===== src/rtl/ptsr_pkg.sv =====
// Package for the per-type sequence reorder block: field widths, result kinds,
// controller states and the command/status structs between controller and datapath.
// No dependencies.
`default_nettype none

package ptsr_pkg;

  localparam int TYPE_W = 4;
  localparam int SEQ_W  = 16;
  localparam int PAY_W  = 16;
  localparam int DATA_W = 40;
  localparam int KIND_W = 3;

  localparam logic OP_RECV  = 1'b0;
  localparam logic OP_ALLOC = 1'b1;

  typedef enum logic [KIND_W-1:0] {
    KIND_REL   = 3'd0,
    KIND_PASS  = 3'd1,
    KIND_LATE  = 3'd2,
    KIND_DROP  = 3'd3,
    KIND_ALLOC = 3'd4
  } kind_e;

  typedef enum logic [2:0] {
    ST_CLEAR,
    ST_IDLE,
    ST_EVAL,
    ST_WB,
    ST_DRRD,
    ST_DRCHK,
    ST_FLUSH
  } state_e;

  typedef struct packed {
    logic clr_en;
    logic accept;
    logic eval;
    logic sl_rd;
    logic step;
    logic push;
    logic push_last;
    logic ch_wr;
  } cmd_t;

  typedef struct packed {
    logic clr_done;
    logic drain;
    logic stored;
    logic cnt_full;
    logic rd_full;
    logic out_free;
  } status_t;

endpackage

`default_nettype wire


===== src/rtl/ptsr_ctrl.sv =====
// Controller state machine for the per-type sequence reorder block.
// Uses ptsr_pkg; drives commands to ptsr_dpath and reads its status.
`default_nettype none

module ptsr_ctrl
  import ptsr_pkg::*;
(
  input  logic    clk_i,
  input  logic    rst_ni,
  input  logic    in_valid_i,
  output logic    in_ready_o,
  input  status_t st_i,
  output cmd_t    cmd_o
);

  state_e state_q, state_d;

  // State register
  always_ff @(posedge clk_i or negedge rst_ni) begin
    if (!rst_ni) begin
      state_q <= ST_CLEAR;
    end else begin
      state_q <= state_d;
    end
  end

  // Next state
  always_comb begin
    state_d = state_q;
    unique case (state_q)
      ST_CLEAR: if (st_i.clr_done) state_d = ST_IDLE;
      ST_IDLE:  if (in_valid_i) state_d = ST_EVAL;
      ST_EVAL: begin
        if (st_i.drain) state_d = ST_DRRD;
        else if (st_i.stored) state_d = ST_WB;
        else state_d = ST_FLUSH;
      end
      ST_WB:    state_d = ST_IDLE;
      ST_DRRD:  state_d = st_i.cnt_full ? ST_FLUSH : ST_DRCHK;
      ST_DRCHK: begin
        if (st_i.out_free) state_d = st_i.rd_full ? ST_DRRD : ST_IDLE;
      end
      ST_FLUSH: if (st_i.out_free) state_d = ST_IDLE;
      default:  state_d = ST_CLEAR;
    endcase
  end

  // Command outputs
  always_comb begin
    cmd_o      = '0;
    in_ready_o = 1'b0;
    unique case (state_q)
      ST_CLEAR: cmd_o.clr_en = 1'b1;
      ST_IDLE: begin
        in_ready_o   = 1'b1;
        cmd_o.accept = in_valid_i;
      end
      ST_EVAL:  cmd_o.eval = 1'b1;
      ST_WB:    cmd_o.ch_wr = 1'b1;
      ST_DRRD:  cmd_o.sl_rd = !st_i.cnt_full;
      ST_DRCHK: begin
        if (st_i.out_free) begin
          cmd_o.push      = 1'b1;
          cmd_o.push_last = !st_i.rd_full;
          cmd_o.step      = st_i.rd_full;
          cmd_o.ch_wr     = !st_i.rd_full;
        end
      end
      ST_FLUSH: begin
        if (st_i.out_free) begin
          cmd_o.push      = 1'b1;
          cmd_o.push_last = 1'b1;
          cmd_o.ch_wr     = 1'b1;
        end
      end
      default: cmd_o = '0;
    endcase
  end

endmodule

`default_nettype wire


===== config.mk =====
export PLATFORM = sky130hd
export DESIGN_NAME = ptsr_ctrl
export DESIGN_NICKNAME = d
export VERILOG_FILES = /design/src/rtl/ptsr_pkg.sv /design/src/rtl/ptsr_ctrl.sv
export SDC_FILE = /design/constraint.sdc
export NUM_CORES = 1
export LEC_CHECK = 0
export BUFFER_PORTS_ARGS = -buffer_cell sky130_fd_sc_hd__clkbuf_2
export CORE_AREA = 8 8 45 47
export CTS_BUF_LIST = sky130_fd_sc_hd__clkbuf_16
export DETAILED_ROUTE_END_ITERATION = 6
export DIE_AREA = 0 0 53 55
export SETUP_SLACK_MARGIN = 0.5
export SYNTH_ARGS = -nofsm -noshare
export SYNTH_HDL_FRONTEND = slang
export SYNTH_SLANG_ARGS = --single-unit

===== constraint.sdc =====
create_clock -name clk_i -period 1.2 [get_ports clk_i]
set_input_delay 0.12 -clock clk_i [delete_from_list [all_inputs] [get_ports clk_i]]
set_output_delay 0.12 -clock clk_i [all_outputs]
set_load 0.01 [all_outputs]

==> metrics <==
final setup violation count=11; setup TNS=-1170 ps; Chip Height=55 um; Commonest cells post-synth=nand2_1, inv_1, dfrtp_1, nor3_1; nets=83; largest net degree at the start of global routing=9; P per Cell Area=2731 mW/mm2; Unique masters post-synth=25; clk_lat worst skew=220 ps; YS warnings=0; clk slew on worst S/H paths=30 ps; Worst Setup Slack, final=-185.6 ps; post-synth top area share=23.90%; first-pass GRT wire length=1676 um; WHS=175.3 ps; Power Total=1.756 mW; worst-path fanout max=8; Final ANT Viol Nets=0; FP Rows=14; I/O pin cnt=18; cell with the most instances after synthesis=nand2_1; Syn Nets=52; number of synthesized register bits=3; share of cells above drive strength 1=58.90%; Slew @ Worst Pin=244.6 ps; Data arrival, critical path=1270 ps; Setup WS pre-CTS=-64.01 ps; Top reg by flops=state_q; initial antenna violation count=0; Area growth syn-to-layout=104.8%; WS Path Type=reg -> out; Leak=0.3310 nW; Final Hold Fails=0; Cell Count, Final, Fillers Out=89; overflow left after global routing=0; vias per cell=4.629; synthesized area per cell=7.304 um2; first-pass detailed-route iteration total=4; 1st-iter DRT viols=9; Die ar.=0.002915 mm2; Syn Inst Count=43; unrepaired setup endpoints after global routing=true; Worst setup SP type=flip-flop; FMAX=721.7 MHz; Relative slew margins=83.69%; DP HPWL=866.3 um; number of flip-flops under the largest register name=3; vias in the first global route=435; core area=0.001384 mm2; n_diodes=0; TritonCTS Sinks=3; Largest regs=state_q x3; CTS max path bufs=2; initial core utilization=22.69%; synthesized cell area=314.1 um2; ys flop type=dfrtp_1; Die W=53 um; cell taking the most area after synthesis=dfrtp_1; Max-cap violations=0; DRC Markers=0; Tot GR Track Use=7.553%; Post-synth EDFFs=0; H-tree depth=1; WL per Instance=12.75 um; routed wire length=1135 um; synth top area cells=dfrtp_1, nand2_1, nor3_1; status=complete, but fails checks; via count=412; Num CTS Buffers=3; CTS tree=done; clock period minus worst slack=1386 ps; violated checks=negative setup slack; Hold Crit Class=in -> reg; fill count=142; Routability Congestion=0.7634; clock skew=2.317 ps; CP endpoint kind=primary output; fin. max-slew vios=0; Post-synth ARST share=100.0%; post-synthesis sequential area ratio=23.90%; Placed Cells=81; Port Buffers=17; CTS root buf=clkbuf_16; VDD IR-drop max=1469 uV; period utilisation layout=115.5%; Req. time, crit path=1080 ps
[final timing paths]
kind                                              from                      to  slack, ps  depth (start not counted)
worst max-delay path            state_q[1]$_DFFE_PN0P_                cmd_o[2]       -190                          3
min in group asynchronous                       rst_ni  state_q[0]$_DFFE_PN0P_        230                          2
worst min register to register  state_q[0]$_DFFE_PN0P_  state_q[2]$_DFFE_PN0P_        690                          2
worst max register to register  state_q[2]$_DFFE_PN0P_  state_q[0]$_DFFE_PN0P_        -60                          4
max in group asynchronous                       rst_ni  state_q[1]$_DFFE_PN0P_        850                          2
worst min-delay path                           st_i[0]  state_q[2]$_DFFE_PN0P_        180                          2
[per-stage QoR]
step	instance area, um2	util (%)
2_1_floorplan	342.8	-
3_3_place_gp	480.5	34.72
3_5_place_dp	480.5	34.72
4_1_cts	614.3	44.39
5_1_grt	643.1	46.47
6_report	643.1	46.47
[routing by layer]
metal  GRT usage [%]  up-vias  part of all wire (%)
li1                -      214                     -
met1           7.328      191                    39
met2           14.06        5                    56
met3           2.406        2                   4.4
met4           3.879        0                  0.79
met5               0        -                     0
[layout by cell type, fill, tap and decap left out, drive strengths merged, types with 2 or more instances in the layout]
cell type	n
buf	19
clkbuf	12
nand2	5
inv	5
nor3	3
o21ai	3
dfrtp	3
o22ai	2
nand2b	2
a21oi	2
nor2	2
nor2b	2
[cell families after synthesis]
| kind of cell | count (synthesis) | share of synthesized area, % |
|---|---|---|
| flops | 3 | 23.90 |
| buf+inv | 7 | 11.55 |
| simple gates | 19 | 34.27 |
| mux | 1 | 3.187 |
| compound gates | 13 | 27.09 |
[final cells by class]
class	count	area, um2	share of cell area [%]
multi-input cells	33	260.3	40.47
repair buffers	29	191.4	29.77
flip-flops and latches	3	77.57	12.06
clock buffers	3	75.07	11.67
well taps	16	20.02	3.113
inverters	4	15.01	2.335
clock inverters	1	3.754	0.5837
[critical path, cell delays in order, from the launching register on]
cell and delay (ps):
dfrtp_2 480, or2b_1 310, a21oi_2 120, buf_2 130
[timing repair]
item,in CTS,in global routing
setup buffers,3,0
hold endpoints to repair,3,0
resized for setup,7,14
pin swaps,2,5
gates cloned,0,0
setup endpoints to repair,12,12
hold buffers,1,0
[power by group]
group / switching, mW / internal [mW] / leakage (nW)
clock network: 0.0866 / 0.429 / 0.0423
logic: 0.435 / 0.557 / 0.254
registers: 0.0916 / 0.157 / 0.0347
total: 0.613 / 1.14 / 0.331
Note: power is estimated with default switching activity, not from simulation.
